`config.mk`:
```
export PLATFORM = sky130hd
export DESIGN_NAME = descriptor_endian_converter_flat
export DESIGN_NICKNAME = d
export VERILOG_FILES = /design/src/design/dec_pkg.sv /design/src/design/dec_stream_if.sv /design/src/design/dec_result_if.sv /design/src/design/dec_cfg_if.sv /design/src/design/descriptor_endian_converter.sv /design/src/design/dec_front.sv /design/src/design/dec_fifo.sv /design/src/design/dec_back.sv /design/src/flat_wrapper.sv
export SDC_FILE = /design/constraint.sdc
export NUM_CORES = 1
export LEC_CHECK = 0
export BUFFER_PORTS_ARGS = -buffer_cell sky130_fd_sc_hd__buf_2
export CAP_MARGIN = 25
export CORE_MARGIN = 4
export CORE_UTILIZATION = 60
export DETAILED_ROUTE_END_ITERATION = 6
export PLACE_DENSITY = 0.76
export SYNTH_ARGS = -nofsm -noshare
export SYNTH_HDL_FRONTEND = slang
export SYNTH_SLANG_ARGS = --single-unit
export TNS_END_PERCENT = 1
```
`constraint.sdc`:
```
create_clock -name clk -period 10.9 [get_ports clk]
set_input_delay 1.09 -clock clk [delete_from_list [all_inputs] [get_ports clk]]
set_output_delay 1.09 -clock clk [all_outputs]
set_load 0.02 [all_outputs]
```
`src/design/dec_pkg.sv`:
```
// shared types, constants and helpers of the descriptor endian converter
`timescale 1ns / 1ps
package dec_pkg;

	localparam int BYTE_W       = 8;
	localparam int GROUP_BYTES  = 4;
	localparam int HOLD_BYTES   = 3;
	localparam int FILL_W       = 2;
	localparam int TYPE_W       = 3;
	localparam int ECOUNT_W     = 3;
	localparam int CFG_IDX_W    = 3;
	localparam int CFG_DATA_W   = 27;
	localparam int DEF_ENTRIES  = 6;
	localparam int DEF_COUNT_BITS = 16;
	localparam int DEF_QUEUE_DEPTH = 4;

	// register indexes
	localparam logic [CFG_IDX_W-1:0] REG_SWAP_MODE   = 3'd0;
	localparam logic [CFG_IDX_W-1:0] REG_ENTRY_COUNT = 3'd1;
	localparam logic [CFG_IDX_W-1:0] REG_ENTRY_0     = 3'd2;

	// element types
	localparam logic [TYPE_W-1:0] TYPE_INT    = 3'd0;
	localparam logic [TYPE_W-1:0] TYPE_SHORT  = 3'd1;
	localparam logic [TYPE_W-1:0] TYPE_CHAR   = 3'd2;
	localparam logic [TYPE_W-1:0] TYPE_FLOAT  = 3'd3;
	localparam logic [TYPE_W-1:0] TYPE_DOUBLE = 3'd4;

	// group sizes in bytes
	localparam logic [2:0] INT_BYTES   = 3'd4;
	localparam logic [2:0] SHORT_BYTES = 3'd2;

	typedef struct packed {
		logic [GROUP_BYTES-1:0][BYTE_W-1:0] data;
		logic [FILL_W-1:0]                  last_pos;
		logic                               last;
	} group_t;

	// log2 of the element size
	function automatic logic [1:0] elem_shift(input logic [TYPE_W-1:0] typ);
		logic [1:0] s;
		unique case (typ)
			TYPE_INT:    s = 2'd2;
			TYPE_SHORT:  s = 2'd1;
			TYPE_CHAR:   s = 2'd0;
			TYPE_FLOAT:  s = 2'd2;
			TYPE_DOUBLE: s = 2'd3;
			default:     s = 2'd0;
		endcase
		return s;
	endfunction

endpackage

```
`src/design/dec_stream_if.sv`:
```
// input byte channel
`timescale 1ns / 1ps
interface dec_stream_if;
	logic                      valid;
	logic                      ready;
	logic [dec_pkg::BYTE_W-1:0] data_byte;
	logic                      last_byte;

	modport source (output valid, output data_byte, output last_byte, input ready);
	modport sink (input valid, input data_byte, input last_byte, output ready);
endinterface

```
`src/design/dec_result_if.sv`:
```
// output byte channel
`timescale 1ns / 1ps
interface dec_result_if;
	logic                      valid;
	logic                      ready;
	logic [dec_pkg::BYTE_W-1:0] out_byte;
	logic                      out_last;

	modport source (output valid, output out_byte, output out_last, input ready);
	modport sink (input valid, input out_byte, input out_last, output ready);
endinterface

```
`src/design/dec_cfg_if.sv`:
```
// register write channel
`timescale 1ns / 1ps
interface dec_cfg_if;
	logic                          valid;
	logic                          ready;
	logic [dec_pkg::CFG_IDX_W-1:0]  index;
	logic [dec_pkg::CFG_DATA_W-1:0] data;

	modport source (output valid, output index, output data, input ready);
	modport sink (input valid, input index, input data, output ready);
endinterface

```
`src/design/descriptor_endian_converter.sv`:
```
// top level of the descriptor driven byte order converter
//
// stream carries the input bytes of a buffer, last_byte marks its end.
// result carries the converted bytes; out_last marks the final byte of
// the buffer. cfg writes the registers: swap mode, entry count and the
// descriptor entries (type above the count field, count below); cfg is
// always ready; the user must write it only while the block is idle (unchecked).
// the front end takes one byte per cycle while the group queue has room
// and turns it into a group of zero to four output bytes (an int or short
// being swapped is held until its last byte). the back end sends one byte
// per cycle while the receiver is ready, so an int group occupies it for
// all four of its bytes and the average stays at one byte per cycle.
// a byte that releases a group is written into the group queue, then
// loaded into the back end's group register once it is free; result reads from it.
// reset clears the descriptor walk, the held group, the queue and the
// output; swap mode resets to 1, all other registers to 0.
// when the receiver stalls, the back end holds its byte, the queue fills
// and stream.ready drops once QUEUE_DEPTH groups are waiting.
`timescale 1ns / 1ps
module descriptor_endian_converter #(
	parameter int ENTRIES     = dec_pkg::DEF_ENTRIES,
	parameter int COUNT_BITS  = dec_pkg::DEF_COUNT_BITS,
	parameter int QUEUE_DEPTH = dec_pkg::DEF_QUEUE_DEPTH
) (
	input  logic          clk,
	input  logic          arst_n,
	dec_stream_if.sink    stream,
	dec_result_if.source  result,
	dec_cfg_if.sink       cfg
);

	localparam int ENTRY_W = COUNT_BITS + dec_pkg::TYPE_W;
	localparam int CNT_W   = $clog2(QUEUE_DEPTH + 1);

	logic                             swap_mode_q;
	logic [dec_pkg::ECOUNT_W-1:0]     entry_count_q;
	logic [ENTRIES-1:0][ENTRY_W-1:0]  entry_q;

	dec_pkg::group_t  push_grp;
	logic             push_valid;
	logic             push_ready;
	dec_pkg::group_t  pop_grp;
	logic             pop_valid;
	logic             pop;
	logic [CNT_W-1:0] q_count;
	logic             cfg_fire;

	assign cfg.ready = 1'b1;
	assign cfg_fire = cfg.valid;

	always_ff @(posedge clk or negedge arst_n) begin
		if (!arst_n) begin
			swap_mode_q <= 1'b1;
			entry_count_q <= '0;
			entry_q <= '0;
		end else if (cfg_fire) begin
			if (cfg.index == dec_pkg::REG_SWAP_MODE) begin
				swap_mode_q <= cfg.data[0];
			end
			if (cfg.index == dec_pkg::REG_ENTRY_COUNT) begin
				entry_count_q <= cfg.data[dec_pkg::ECOUNT_W-1:0];
			end
			for (int i = 0; i < ENTRIES; i++) begin
				if (cfg.index == dec_pkg::CFG_IDX_W'(int'(dec_pkg::REG_ENTRY_0) + i)) begin
					entry_q[i] <= cfg.data[ENTRY_W-1:0];
				end
			end
		end
	end

	dec_front #(
		.ENTRIES    (ENTRIES),
		.COUNT_BITS (COUNT_BITS)
	) u_front (
		.clk         (clk),
		.arst_n      (arst_n),
		.stream      (stream),
		.swap_mode   (swap_mode_q),
		.entry_count (entry_count_q),
		.entries     (entry_q),
		.grp         (push_grp),
		.grp_valid   (push_valid),
		.grp_ready   (push_ready)
	);

	dec_fifo #(
		.DEPTH (QUEUE_DEPTH)
	) u_fifo (
		.clk      (clk),
		.arst_n   (arst_n),
		.wr_data  (push_grp),
		.wr_valid (push_valid),
		.wr_ready (push_ready),
		.rd_data  (pop_grp),
		.rd_valid (pop_valid),
		.rd_pop   (pop),
		.count    (q_count)
	);

	dec_back u_back (
		.clk      (clk),
		.arst_n   (arst_n),
		.rd_data  (pop_grp),
		.rd_valid (pop_valid),
		.rd_pop   (pop),
		.result   (result)
	);

	a_queue_bound: assert property (@(posedge clk) disable iff (!arst_n)
		q_count <= CNT_W'(QUEUE_DEPTH))
		else $error("group queue count above depth");

	a_last_pushes: assert property (@(posedge clk) disable iff (!arst_n)
		(stream.valid && stream.ready && stream.last_byte) |-> push_valid)
		else $error("buffer end produced no group");

	a_count_up: assert property (@(posedge clk) disable iff (!arst_n)
		(push_valid && push_ready && !(pop && pop_valid)) |=>
		q_count == $past(q_count) + 1'b1)
		else $error("queue count missed a push");

	a_pop_needs_data: assert property (@(posedge clk) disable iff (!arst_n)
		(result.valid && result.ready && result.out_last) |=>
		!(result.valid && result.out_last && !$past(pop_valid)))
		else $error("end of buffer repeated");

endmodule

```
`src/design/dec_front.sv`:
```
// front end: descriptor walk, grouping and byte ordering of each input byte
`timescale 1ns / 1ps
module dec_front #(
	parameter int ENTRIES    = dec_pkg::DEF_ENTRIES,
	parameter int COUNT_BITS = dec_pkg::DEF_COUNT_BITS,
	localparam int ENTRY_W   = COUNT_BITS + dec_pkg::TYPE_W,
	localparam int BL_W      = COUNT_BITS + 3,
	localparam int IDX_W     = (ENTRIES > 1) ? $clog2(ENTRIES) : 1
) (
	input  logic                                  clk,
	input  logic                                  arst_n,
	dec_stream_if.sink                            stream,
	input  logic                                  swap_mode,
	input  logic [dec_pkg::ECOUNT_W-1:0]          entry_count,
	input  logic [ENTRIES-1:0][ENTRY_W-1:0]       entries,
	output dec_pkg::group_t                       grp,
	output logic                                  grp_valid,
	input  logic                                  grp_ready
);

	logic [IDX_W-1:0]                    entry_idx_q;
	logic [BL_W-1:0]                     left_q;
	logic [dec_pkg::TYPE_W-1:0]          type_q;
	logic [dec_pkg::FILL_W-1:0]          fill_q;
	logic [dec_pkg::BYTE_W-1:0]          hold_q [dec_pkg::HOLD_BYTES];

	logic                                fire;
	logic [dec_pkg::ECOUNT_W-1:0]        n_eff;
	logic [ENTRIES-1:0]                  usable;
	logic [IDX_W-1:0]                    start;
	logic                                found;
	logic [IDX_W-1:0]                    f_idx;
	logic [dec_pkg::ECOUNT_W:0]          sum;
	logic [dec_pkg::ECOUNT_W:0]          nxt;
	logic                                need_load;
	logic                                have;
	logic [dec_pkg::TYPE_W-1:0]          cur_type;
	logic [COUNT_BITS-1:0]               f_cnt;
	logic [BL_W-1:0]                     left_dec;
	logic [IDX_W-1:0]                    idx_next;
	logic [2:0]                          gsize;
	logic [2:0]                          fill_inc;
	logic                                swapped;
	logic                                complete;
	logic                                cut;
	logic                                hold;

	assign stream.ready = grp_ready;
	assign fire = stream.valid & grp_ready;

	always_comb begin
		n_eff = (entry_count > dec_pkg::ECOUNT_W'(ENTRIES)) ?
			dec_pkg::ECOUNT_W'(ENTRIES) : entry_count;
		for (int i = 0; i < ENTRIES; i++) begin
			usable[i] = (entries[i][ENTRY_W-1:COUNT_BITS] <= dec_pkg::TYPE_DOUBLE) &&
				(entries[i][COUNT_BITS-1:0] != '0);
		end
		start = ((dec_pkg::ECOUNT_W+1)'(entry_idx_q) >= {1'b0, n_eff}) ? '0 : entry_idx_q;
		found = 1'b0;
		f_idx = '0;
		for (int k = 0; k < ENTRIES; k++) begin
			sum = (dec_pkg::ECOUNT_W+1)'(start) + (dec_pkg::ECOUNT_W+1)'(k);
			if (sum >= {1'b0, n_eff}) begin
				sum = sum - {1'b0, n_eff};
			end
			if (!found && ((dec_pkg::ECOUNT_W+1)'(k) < {1'b0, n_eff}) &&
			    usable[sum[IDX_W-1:0]]) begin
				found = 1'b1;
				f_idx = sum[IDX_W-1:0];
			end
		end
		nxt = (dec_pkg::ECOUNT_W+1)'(f_idx) + 1'b1;
		need_load = (left_q == '0);
		have = !need_load || found;
		cur_type = need_load ? entries[f_idx][ENTRY_W-1:COUNT_BITS] : type_q;
		f_cnt = entries[f_idx][COUNT_BITS-1:0];
		left_dec = (need_load ? (BL_W'(f_cnt) << dec_pkg::elem_shift(cur_type)) : left_q)
			- 1'b1;
		if (need_load && (n_eff != '0)) begin
			if (found) begin
				idx_next = (nxt >= {1'b0, n_eff}) ? '0 : nxt[IDX_W-1:0];
			end else begin
				idx_next = start;
			end
		end else begin
			idx_next = entry_idx_q;
		end

		gsize = 3'd0;
		if (have && swap_mode) begin
			if (cur_type == dec_pkg::TYPE_INT) gsize = dec_pkg::INT_BYTES;
			else if (cur_type == dec_pkg::TYPE_SHORT) gsize = dec_pkg::SHORT_BYTES;
		end
		fill_inc = {1'b0, fill_q} + 3'd1;
		swapped  = (gsize != 3'd0) && ({1'b0, fill_q} < gsize);
		complete = swapped && (fill_inc == gsize);
		cut      = swapped && !complete && (stream.last_byte || (left_dec == '0));
		hold     = swapped && !complete && !cut;

		grp.data = '0;
		if (complete) begin
			grp.data[0] = stream.data_byte;
			for (int j = 1; j < dec_pkg::GROUP_BYTES; j++) begin
				if (j <= int'(fill_q)) begin
					grp.data[j] = hold_q[int'(fill_q) - j];
				end
			end
		end else begin
			for (int j = 0; j < dec_pkg::GROUP_BYTES; j++) begin
				if (j < int'(fill_q) && j < dec_pkg::HOLD_BYTES) begin
					grp.data[j] = hold_q[j];
				end else if (j == int'(fill_q)) begin
					grp.data[j] = stream.data_byte;
				end
			end
		end
		grp.last_pos = fill_q;
		grp.last = stream.last_byte;
		grp_valid = fire && !hold;
	end

	always_ff @(posedge clk or negedge arst_n) begin
		if (!arst_n) begin
			entry_idx_q <= '0;
			left_q <= '0;
			type_q <= dec_pkg::TYPE_INT;
			fill_q <= '0;
		end else if (fire) begin
			if (stream.last_byte) begin
				entry_idx_q <= '0;
				left_q <= '0;
				type_q <= dec_pkg::TYPE_INT;
				fill_q <= '0;
			end else begin
				entry_idx_q <= idx_next;
				if (have) begin
					left_q <= left_dec;
					type_q <= cur_type;
				end
				fill_q <= hold ? fill_inc[dec_pkg::FILL_W-1:0] : '0;
			end
		end
	end

	always_ff @(posedge clk) begin
		if (fire && hold) begin
			hold_q[fill_q] <= stream.data_byte;
		end
	end

endmodule

```
`src/design/dec_fifo.sv`:
```
// short queue of byte groups between front and back end
`timescale 1ns / 1ps
module dec_fifo #(
	parameter int DEPTH = dec_pkg::DEF_QUEUE_DEPTH,
	localparam int PTR_W = (DEPTH > 1) ? $clog2(DEPTH) : 1,
	localparam int CNT_W = $clog2(DEPTH + 1)
) (
	input  logic            clk,
	input  logic            arst_n,
	input  dec_pkg::group_t wr_data,
	input  logic            wr_valid,
	output logic            wr_ready,
	output dec_pkg::group_t rd_data,
	output logic            rd_valid,
	input  logic            rd_pop,
	output logic [CNT_W-1:0] count
);

	dec_pkg::group_t   mem_q [DEPTH];
	logic [PTR_W-1:0]  wr_ptr_q;
	logic [PTR_W-1:0]  rd_ptr_q;
	logic [CNT_W-1:0]  count_q;
	logic              push;
	logic              pop;

	assign wr_ready = (count_q != CNT_W'(DEPTH));
	assign rd_valid = (count_q != '0);
	assign rd_data  = mem_q[rd_ptr_q];
	assign count    = count_q;
	assign push     = wr_valid && wr_ready;
	assign pop      = rd_pop && rd_valid;

	always_ff @(posedge clk or negedge arst_n) begin
		if (!arst_n) begin
			wr_ptr_q <= '0;
			rd_ptr_q <= '0;
			count_q <= '0;
		end else begin
			if (push) begin
				wr_ptr_q <= (wr_ptr_q == PTR_W'(DEPTH - 1)) ? '0 : wr_ptr_q + 1'b1;
			end
			if (pop) begin
				rd_ptr_q <= (rd_ptr_q == PTR_W'(DEPTH - 1)) ? '0 : rd_ptr_q + 1'b1;
			end
			if (push && !pop) count_q <= count_q + 1'b1;
			else if (pop && !push) count_q <= count_q - 1'b1;
		end
	end

	always_ff @(posedge clk) begin
		if (push) begin
			mem_q[wr_ptr_q] <= wr_data;
		end
	end

endmodule

```
`src/design/dec_back.sv`:
```
// back end: serializes one byte group per transaction sequence
`timescale 1ns / 1ps
module dec_back (
	input  logic            clk,
	input  logic            arst_n,
	input  dec_pkg::group_t rd_data,
	input  logic            rd_valid,
	output logic            rd_pop,
	dec_result_if.source    result
);

	dec_pkg::group_t            cur_q;
	logic                       cur_valid_q;
	logic [dec_pkg::FILL_W-1:0] pos_q;
	logic                       fire;
	logic                       done;

	assign result.valid    = cur_valid_q;
	assign result.out_byte = cur_q.data[pos_q];
	assign result.out_last = cur_q.last && (pos_q == cur_q.last_pos);
	assign fire = cur_valid_q && result.ready;
	assign done = fire && (pos_q == cur_q.last_pos);
	assign rd_pop = rd_valid && (!cur_valid_q || done);

	always_ff @(posedge clk or negedge arst_n) begin
		if (!arst_n) begin
			cur_valid_q <= 1'b0;
			pos_q <= '0;
		end else if (rd_pop) begin
			cur_valid_q <= 1'b1;
			pos_q <= '0;
		end else if (done) begin
			cur_valid_q <= 1'b0;
			pos_q <= '0;
		end else if (fire) begin
			pos_q <= pos_q + 1'b1;
		end
	end

	always_ff @(posedge clk) begin
		if (rd_pop) begin
			cur_q <= rd_data;
		end
	end

endmodule

```
`src/flat_wrapper.sv`:
```
// flat-port wrapper written by rule: the top's interface ports become plain ports
module descriptor_endian_converter_flat 
#(
	parameter int ENTRIES     = dec_pkg::DEF_ENTRIES,
	parameter int COUNT_BITS  = dec_pkg::DEF_COUNT_BITS,
	parameter int QUEUE_DEPTH = dec_pkg::DEF_QUEUE_DEPTH
)
  (clk, arst_n, stream_valid, stream_data_byte, stream_last_byte, stream_ready, result_valid, result_out_byte, result_out_last, result_ready, cfg_valid, cfg_index, cfg_data, cfg_ready);
  dec_stream_if stream_i ();
  dec_result_if result_i ();
  dec_cfg_if cfg_i ();
  input  logic clk;
  input  logic arst_n;
  input wire logic [$bits(stream_i.valid)-1:0] stream_valid;
  input wire logic [$bits(stream_i.data_byte)-1:0] stream_data_byte;
  input wire logic [$bits(stream_i.last_byte)-1:0] stream_last_byte;
  output wire logic [$bits(stream_i.ready)-1:0] stream_ready;
  output wire logic [$bits(result_i.valid)-1:0] result_valid;
  output wire logic [$bits(result_i.out_byte)-1:0] result_out_byte;
  output wire logic [$bits(result_i.out_last)-1:0] result_out_last;
  input wire logic [$bits(result_i.ready)-1:0] result_ready;
  input wire logic [$bits(cfg_i.valid)-1:0] cfg_valid;
  input wire logic [$bits(cfg_i.index)-1:0] cfg_index;
  input wire logic [$bits(cfg_i.data)-1:0] cfg_data;
  output wire logic [$bits(cfg_i.ready)-1:0] cfg_ready;
  assign stream_i.valid = stream_valid;
  assign stream_i.data_byte = stream_data_byte;
  assign stream_i.last_byte = stream_last_byte;
  assign stream_ready = stream_i.ready;
  assign result_valid = result_i.valid;
  assign result_out_byte = result_i.out_byte;
  assign result_out_last = result_i.out_last;
  assign result_i.ready = result_ready;
  assign cfg_i.valid = cfg_valid;
  assign cfg_i.index = cfg_index;
  assign cfg_i.data = cfg_data;
  assign cfg_ready = cfg_i.ready;
  descriptor_endian_converter #(.ENTRIES(ENTRIES), .COUNT_BITS(COUNT_BITS), .QUEUE_DEPTH(QUEUE_DEPTH)) u_core (.clk(clk), .arst_n(arst_n), .stream(stream_i), .result(result_i), .cfg(cfg_i));
endmodule
```
==> results of run 1 <==
==> flip-flops by register name (all words and copies together) (netlist names), 2 cells and up <==
register / flops
u_core.u_front.type_q: 3
u_core.u_fifo.wr_ptr_q: 2
u_core.u_fifo.rd_ptr_q: 2
u_core.u_back.pos_q: 2
u_core.u_front.left_q: 19
u_core.entry_q: 114
u_core.u_fifo.count: 3
u_core.u_front.hold_q: 32
u_core.u_front.fill_q: 2
u_core.u_front.entry_idx_q: 3
u_core.entry_count_q: 3
u_core.u_fifo.mem_q: 140
u_core.u_back.cur_q: 35
==> metrics by stage <==
step	utilization	cell area, um^2	worst slack (ns)
floorplan	-	19450	0.9742
global placement	0.6413	20390	0.8181
detailed placement	0.6413	20390	0.5640
CTS	0.6795	21610	0.4638
global route	0.6812	21660	0.1285
finish	0.6812	21660	0.5965
==> worst max-delay path by stage <==
stage	slack, ns	depth (start not counted)	end	start
after floorplan	0.97	32	u_core.u_fifo.mem_q[0][0]$_DFFE_PP_	u_core.entry_count_q[2]$_DFFE_PN0P_
after global placement	0.82	34	u_core.u_fifo.count[2]$_DFFE_PN0P_	u_core.entry_count_q[2]$_DFFE_PN0P_
after detailed placement	0.56	35	u_core.u_fifo.count[2]$_DFFE_PN0P_	u_core.entry_count_q[2]$_DFFE_PN0P_
after CTS	0.46	35	u_core.u_fifo.count[2]$_DFFE_PN0P_	u_core.entry_count_q[2]$_DFFE_PN0P_
after global routing	0.13	36	u_core.u_fifo.count[2]$_DFFE_PN0P_	u_core.entry_count_q[2]$_DFFE_PN0P_
final	0.60	36	u_core.u_fifo.count[2]$_DFFE_PN0P_	u_core.entry_count_q[2]$_DFFE_PN0P_
==> cells in the final DEF, fill, tap and decap left out, types with 10 or more instances in the layout <==
cell / instances
a211oi_1: 27
o21ai_0: 97
a211o_1: 12
nand2_1: 122
dfrtp_1: 152
and2_1: 14
xnor2_1: 16
o211ai_1: 16
nand3_1: 45
mux4_2: 43
mux2_2: 150
nor3_1: 37
ha_1: 35
nand4_1: 19
and3_1: 14
xor2_1: 10
a21oi_1: 54
buf_2: 45
edfxtp_1: 207
nor2b_1: 14
nor4_1: 34
o22ai_1: 10
mux2i_1: 46
a31oi_1: 23
clkbuf_16: 40
clkbuf_1: 10
buf_4: 54
inv_1: 29
nor2_1: 120
or3_1: 10
a31o_2: 10
==> kinds of logic after synthesis <==
group,Yosys count
compound gates,364
flops,362
xor+xnor,26
fa+ha+maj,41
mux,239
buf+inv,126
other cells,1
simple gates,481
==> layer usage <==
layer / vias to the layer above / global-route usage / part of all wire
li1: 6415 / - / -
met1: 7220 / 0.4000 / 0.41
met2: 661 / 0.4693 / 0.48
met3: 137 / 0.05063 / 0.072
met4: 2 / 0.08865 / 0.034
met5: - / 0 / 0.00014
==> what timing repair did <==
action,4_1_cts,5_1_grt
gates resized for setup,0,8
setup buffers,0,3
setup endpoints to repair,0,2
endpoints found under the hold margin,0,0
==> area by class of cell <==
cell class	instances	share of cell area
multi-input cells	1152	0.4127
clock inverters	17	0.006874
clock buffers	52	0.04921
well taps	435	0.02513
repair buffers	105	0.03425
inverters	32	0.005545
diodes	1	0.0001155
flip-flops and latches	362	0.4662
==> worst reg2reg max path: cells and delay by family, from the launching register on <==
kind                     cells  cell delay (ns)
AND/OR/NAND/NOR             13             3.79
AO/OA/AOI/OAI               10             2.84
adder cells (fa/ha/maj)      4             1.06
multiplexers                 2             0.87
buffers and inverters        5             0.83
flip-flops                   1             0.48
XOR/XNOR                     2             0.33
==> qor.txt, run 1 <==
status -> completed
IO Pins -> 56
Distinct cells, synth -> 96
relative slew slack -> 0.3384
multi-input logic area -> 0.008939 mm^2
CTS buffer count -> 39
Final Skew -> 0.02533 ns
Via Count -> 14435
Achievable Freq -> 0.09705 GHz
clk slew on worst S/H paths -> 0.06 ns
global-route wire length before repair -> 81320 um
Layout Cells excl Fill -> 2156
DRC Markers -> 0
cell count after synthesis -> 1640
PortBufs -> 46
HP Start -> u_core.u_front.type_q[1]$_DFFE_PN0P_
area fraction of the dominant cell type after synthesis -> 0.3195
vias in the first global route -> 14308
gr ovfl total -> 0
ranking of synthesized cells by area -> edfxtp_1, dfrtp_1, mux2_2, mux4_2, o21ai_0
CTS Hold Bufs -> 0
Hold Fails Final Rpt -> 0
CTS tree -> done
Post-Route WL -> 51390 um
CP required -> 11.35 ns
Tmin final -> 10.30 ns
Initial Utilization -> 0.6117
Buf/Inv on CP -> 5
Compound-Gate Fraction of Synth Area -> 0.1328
initial antenna violation count -> 2
async set-or-reset flop fraction in the synthesized netlist -> 0.4282
Hold Crit Class -> reg -> reg
max cap viols -> 0
Nets -> 1777
Finish-stage setup viols -> 0
CTS Sinks -> 362
DP HPWL -> 33820 um
Synth Area per Inst -> 11.86 um^2
Post-synth EDFFs -> 207
CP Capture Type -> register
Antenna Nets Post-Route -> 0
Die W -> 188.1 um
Seq/Total Area, Yosys -> 0.5190
CP max stage cell -> or4b_1
fin. max-slew vios -> 0
Adder-Cell Fraction of Synth Area -> 0.02869
hold-critical path depth -> 2
CP max stage delay -> 0.55 ns
Worst Path Max Fanout -> 22
Final GP Congestion -> 0.9455
most frequent cell after synthesis -> edfxtp_1
post-route setup TNS -> 0 ns
simple-gate portion of the synthesized area -> 0.1212
post-DR wirelength/cell -> 23.84 um
Worst Setup Start Kind -> register
share of cells above drive strength 1 -> 0.2419
most used flip-flop cell after synthesis -> edfxtp_1
synth cell count leaders -> edfxtp_1, dfrtp_1, mux2_2
row cnt -> 65
worst r2r path cells -> 36
FF/Latch Area -> 0.01010 mm^2
synthesized-area fraction occupied by xor and xnor cells -> 0.01171
CP top delay family -> simple AND/OR/NAND/NOR gates
FF+latch count, synth -> 362
Synthesis Warnings -> 0
# fillers -> 2251
mux contribution to synthesized area -> 0.1603
Via density -> 6.695
Final Cycle Share -> 0.9453
largest net degree at the start of global routing -> 95
Core Footprint -> 0.03180 mm^2
area leader, netlist -> edfxtp_1
CTS Root Cell -> clkbuf_16
worst r2r src -> u_core.entry_count_q[2]$_DFFE_PN0P_
synth-to-layout area growth -> 11.35%
maximum clock insertion buffer count -> 3
WHS Endpoint -> u_core.u_front.type_q[1]$_DFFE_PN0P_
router iterations before antenna repair -> 5
Die H -> 188.1 um
RSZ-0062 raised after global routing -> false
worst hold margin -> 0.4809 ns
R2R Path End -> u_core.u_fifo.count[2]$_DFFE_PN0P_
CP Class -> reg -> reg
largest family of logic cells by synthesized area -> multiplexers
GRT Overall Usage -> 0.2880
Worst Tran Pin Value -> 0.9924 ns
Clock Latency Late Sink -> 0.54 ns
data arrival time of the worst path -> 10.75 ns
placed cells -> 2083
DR iter-0 viols -> 1773
die area -> 0.03536 mm^2
H-tree Lvls -> 2
Cell Area, Synth -> 0.01945 mm^2
Worst R2R Setup Slack -> 0.60 ns
syn_nets -> 1725
Power of run 1 is left out: the tool's default activity adds up to more than one toggle a clock period on the data nets, which glitch-free logic cannot reach.
==> run 2, diff against run 1 <==
Settings changed: GPL_TIMING_DRIVEN set to 1, PLACE_DENSITY 0.76 to 0.87.
==> run 2 against run 1 <==
  * First-iteration DRC count did not move
  * Cell count down 0.56%
  * Maximum frequency fell by 1.1%
  * Non-clock buffer count shrank 12
  * Critical path depth decreased by 1
  * Highest routed layer is now met4
==> qor.txt, run 2 (synthesis results as in run 1) <==
most common cell after layout, fill and taps aside -> edfxtp_1
Core Footprint -> 0.03180 mm^2 (unchanged)
Clock Latency Late Sink -> 0.55 ns (about the same)
fin. max-slew vios -> 0 (unchanged)
CP max stage delay -> 0.58 ns (+0.03 ns)
CTS Hold Bufs -> 0 (unchanged)
biggest regs -> u_core.u_fifo.mem_q (140), u_core.entry_q (114), u_core.u_back.cur_q (35)
status -> completed
CTS tree -> done
router iterations before antenna repair -> 7 (+2)
CTS Root Cell -> clkbuf_16
clk slew on worst S/H paths -> 0.07 ns (about the same)
Finish-stage setup viols -> 0 (unchanged)
H-tree Lvls -> 2 (unchanged)
Final Cycle Share -> 0.9558 (+0.01054)
DR iter-0 viols -> 1773 (unchanged)
Die H -> 188.1 um (unchanged)
CTS buffer count -> 38 (-2.6%)
relative slew slack -> 0.3316 (-0.006772)
DP HPWL -> 33830 um (about the same)
Largest register FFs -> 140 (unchanged)
max cap viols -> 0 (unchanged)
CP Capture Type -> register
Worst Path Max Fanout -> 23 (+4.5%)
post-DR wirelength/cell -> 24.65 um (+3.4%)
maximum clock insertion buffer count -> 3 (unchanged)
Layout Cells excl Fill -> 2144 (-0.56%)
Post-Place Setup Slack -> 0.3356 ns (-0.2284 ns)
PortBufs -> 46 (unchanged)
largest net degree at the start of global routing -> 91 (-4.2%)
initial antenna violation count -> 2 (unchanged)
Hold Fails Final Rpt -> 0 (unchanged)
gr ovfl total -> 0 (unchanged)
Nets -> 1764 (-0.73%)
Final Skew -> 0.03030 ns (+0.004969 ns)
setup ws final -> 0.4816 ns (-0.1149 ns)
Most flops, register -> u_core.u_fifo.mem_q
die area -> 0.03536 mm^2 (unchanged)
data arrival time of the worst path -> 10.86 ns (+0.11 ns)
synth-to-layout area growth -> 10.97%
Post-Route WL -> 52840 um (+2.8%)
CTS Sinks -> 362 (unchanged)
Initial Utilization -> 0.6117 (unchanged)
Worst Setup Start Kind -> register
DRC Markers -> 0 (unchanged)
Via density -> 7.006 (+4.6%)
CP required -> 11.34 ns (about the same)
Hold Crit Class -> reg -> reg
Via Count -> 15021 (+4.1%)
Antenna Nets Post-Route -> 0 (unchanged)
Die W -> 188.1 um (unchanged)
utilization after layout -> 0.6788 (-0.002361)
CP Class -> reg -> reg
GRT Overall Usage -> 0.2924 (+0.004407)
vias in the first global route -> 15022 (+5.0%)
Worst Tran Pin Value -> 0.9988 ns (+0.006467 ns)
share of cells above drive strength 1 -> 0.2384 (-0.003430)
Tmin final -> 10.42 ns (+0.1149 ns)
Achievable Freq -> 0.09598 GHz (-1.1%)
placed cells -> 2065 (-0.86%)
row cnt -> 65 (unchanged)
IO Pins -> 56 (unchanged)
CP max stage cell -> or4b_1
# fillers -> 2165 (-3.8%)
global-route wire length before repair -> 82870 um (+1.9%)
most frequent cells in the layout -> edfxtp_1, dfrtp_1, mux2_2, nand2_1, nor2_1
Final GP Congestion -> 0.9883 (+4.5%)
-- run 2: cell count changes in the layout (fill, tap and decap cells not counted), moves of 2 or more --
cell / previous run / this run
clkinv_4: 0 / 2
buf_4: 54 / 44
clkinv_2: 8 / 3
buf_12: 5 / 2
clkinvlp_4: 0 / 2
clkbuf_16: 40 / 38
inv_6: 2 / 4
clkbuf_8: 2 / 4
clkinv_1: 4 / 2
-- run 2: area by class of cell --
| cell class | instances | area, um^2 | area share |
|---|---|---|---|
| clock buffers | 51 | 1040 | 0.04817 |
| multi-input cells | 1152 | 8935 | 0.4139 |
| diodes | 2 | 5.005 | 0.0002319 |
| flip-flops and latches | 362 | 10100 | 0.4678 |
| well taps | 435 | 544.3 | 0.02521 |
| repair buffers | 93 | 634.4 | 0.02939 |
| inverters | 32 | 120.1 | 0.005565 |
| clock inverters | 17 | 210.2 | 0.009738 |
-- run 2: final timing paths --
kind	depth (start not counted)	slack [ns]	start	end
worst max-delay path	35	0.48	u_core.entry_count_q[2]$_DFFE_PN0P_	u_core.u_fifo.count[2]$_DFFE_PN0P_
worst min-delay path	2	0.49	u_core.u_front.type_q[1]$_DFFE_PN0P_	u_core.u_front.type_q[1]$_DFFE_PN0P_
worst max register to register	35	0.48	u_core.entry_count_q[2]$_DFFE_PN0P_	u_core.u_fifo.count[2]$_DFFE_PN0P_
worst min register to register	2	0.49	u_core.u_front.type_q[1]$_DFFE_PN0P_	u_core.u_front.type_q[1]$_DFFE_PN0P_
max in group asynchronous	2	8.76	arst_n	u_core.u_fifo.rd_ptr_q[0]$_DFFE_PN0P_
min in group asynchronous	1	0.63	arst_n	u_core.entry_q[47]$_DFFE_PN0P_
-- run 2: worst max-delay path: cells and delay by family, from the launching register on --
kind            cells  cell delay [ns]
compound gates     13             3.81
simple gates       10             2.88
fa+ha+maj           5             1.86
mux                 2             0.57
buf+inv             3             0.48
flops               1             0.37
xor+xnor            2             0.33
-- run 2: per-layer routing --
| metal | vias up | part of all wire | global-route usage | wire [um] |
|---|---|---|---|---|
| met3 | 236 | 0.093 | 0.05249 | 4907 |
| li1 | 6381 | - | - | - |
| met2 | 1049 | 0.48 | 0.4846 | 25580 |
| met5 | - | 0 | 0 | 0 |
| met4 | 0 | 0.053 | 0.1431 | 2824 |
| met1 | 7355 | 0.37 | 0.3744 | 19530 |
-- run 2: per-stage QoR --
stage               hold WS, ns  setup TNS, ns  cell area, um^2
finish                   0.4878              0            21590
global route             0.5054      -0.005695            21590
CTS                      0.4898              0            21470
detailed placement       0.4752              0            20220
global placement         0.4661              0            20220
floorplan                0.4505              0            19450
-- run 2: timing repair --
| item | CTS | global route |
|---|---|---|
| setup buffers | 0 | 8 |
| endpoints found under the hold margin | 0 | 0 |
| gates resized for setup | 0 | 8 |
| setup endpoints to repair | 0 | 107 |
Power of run 2 is left out for the same reason.
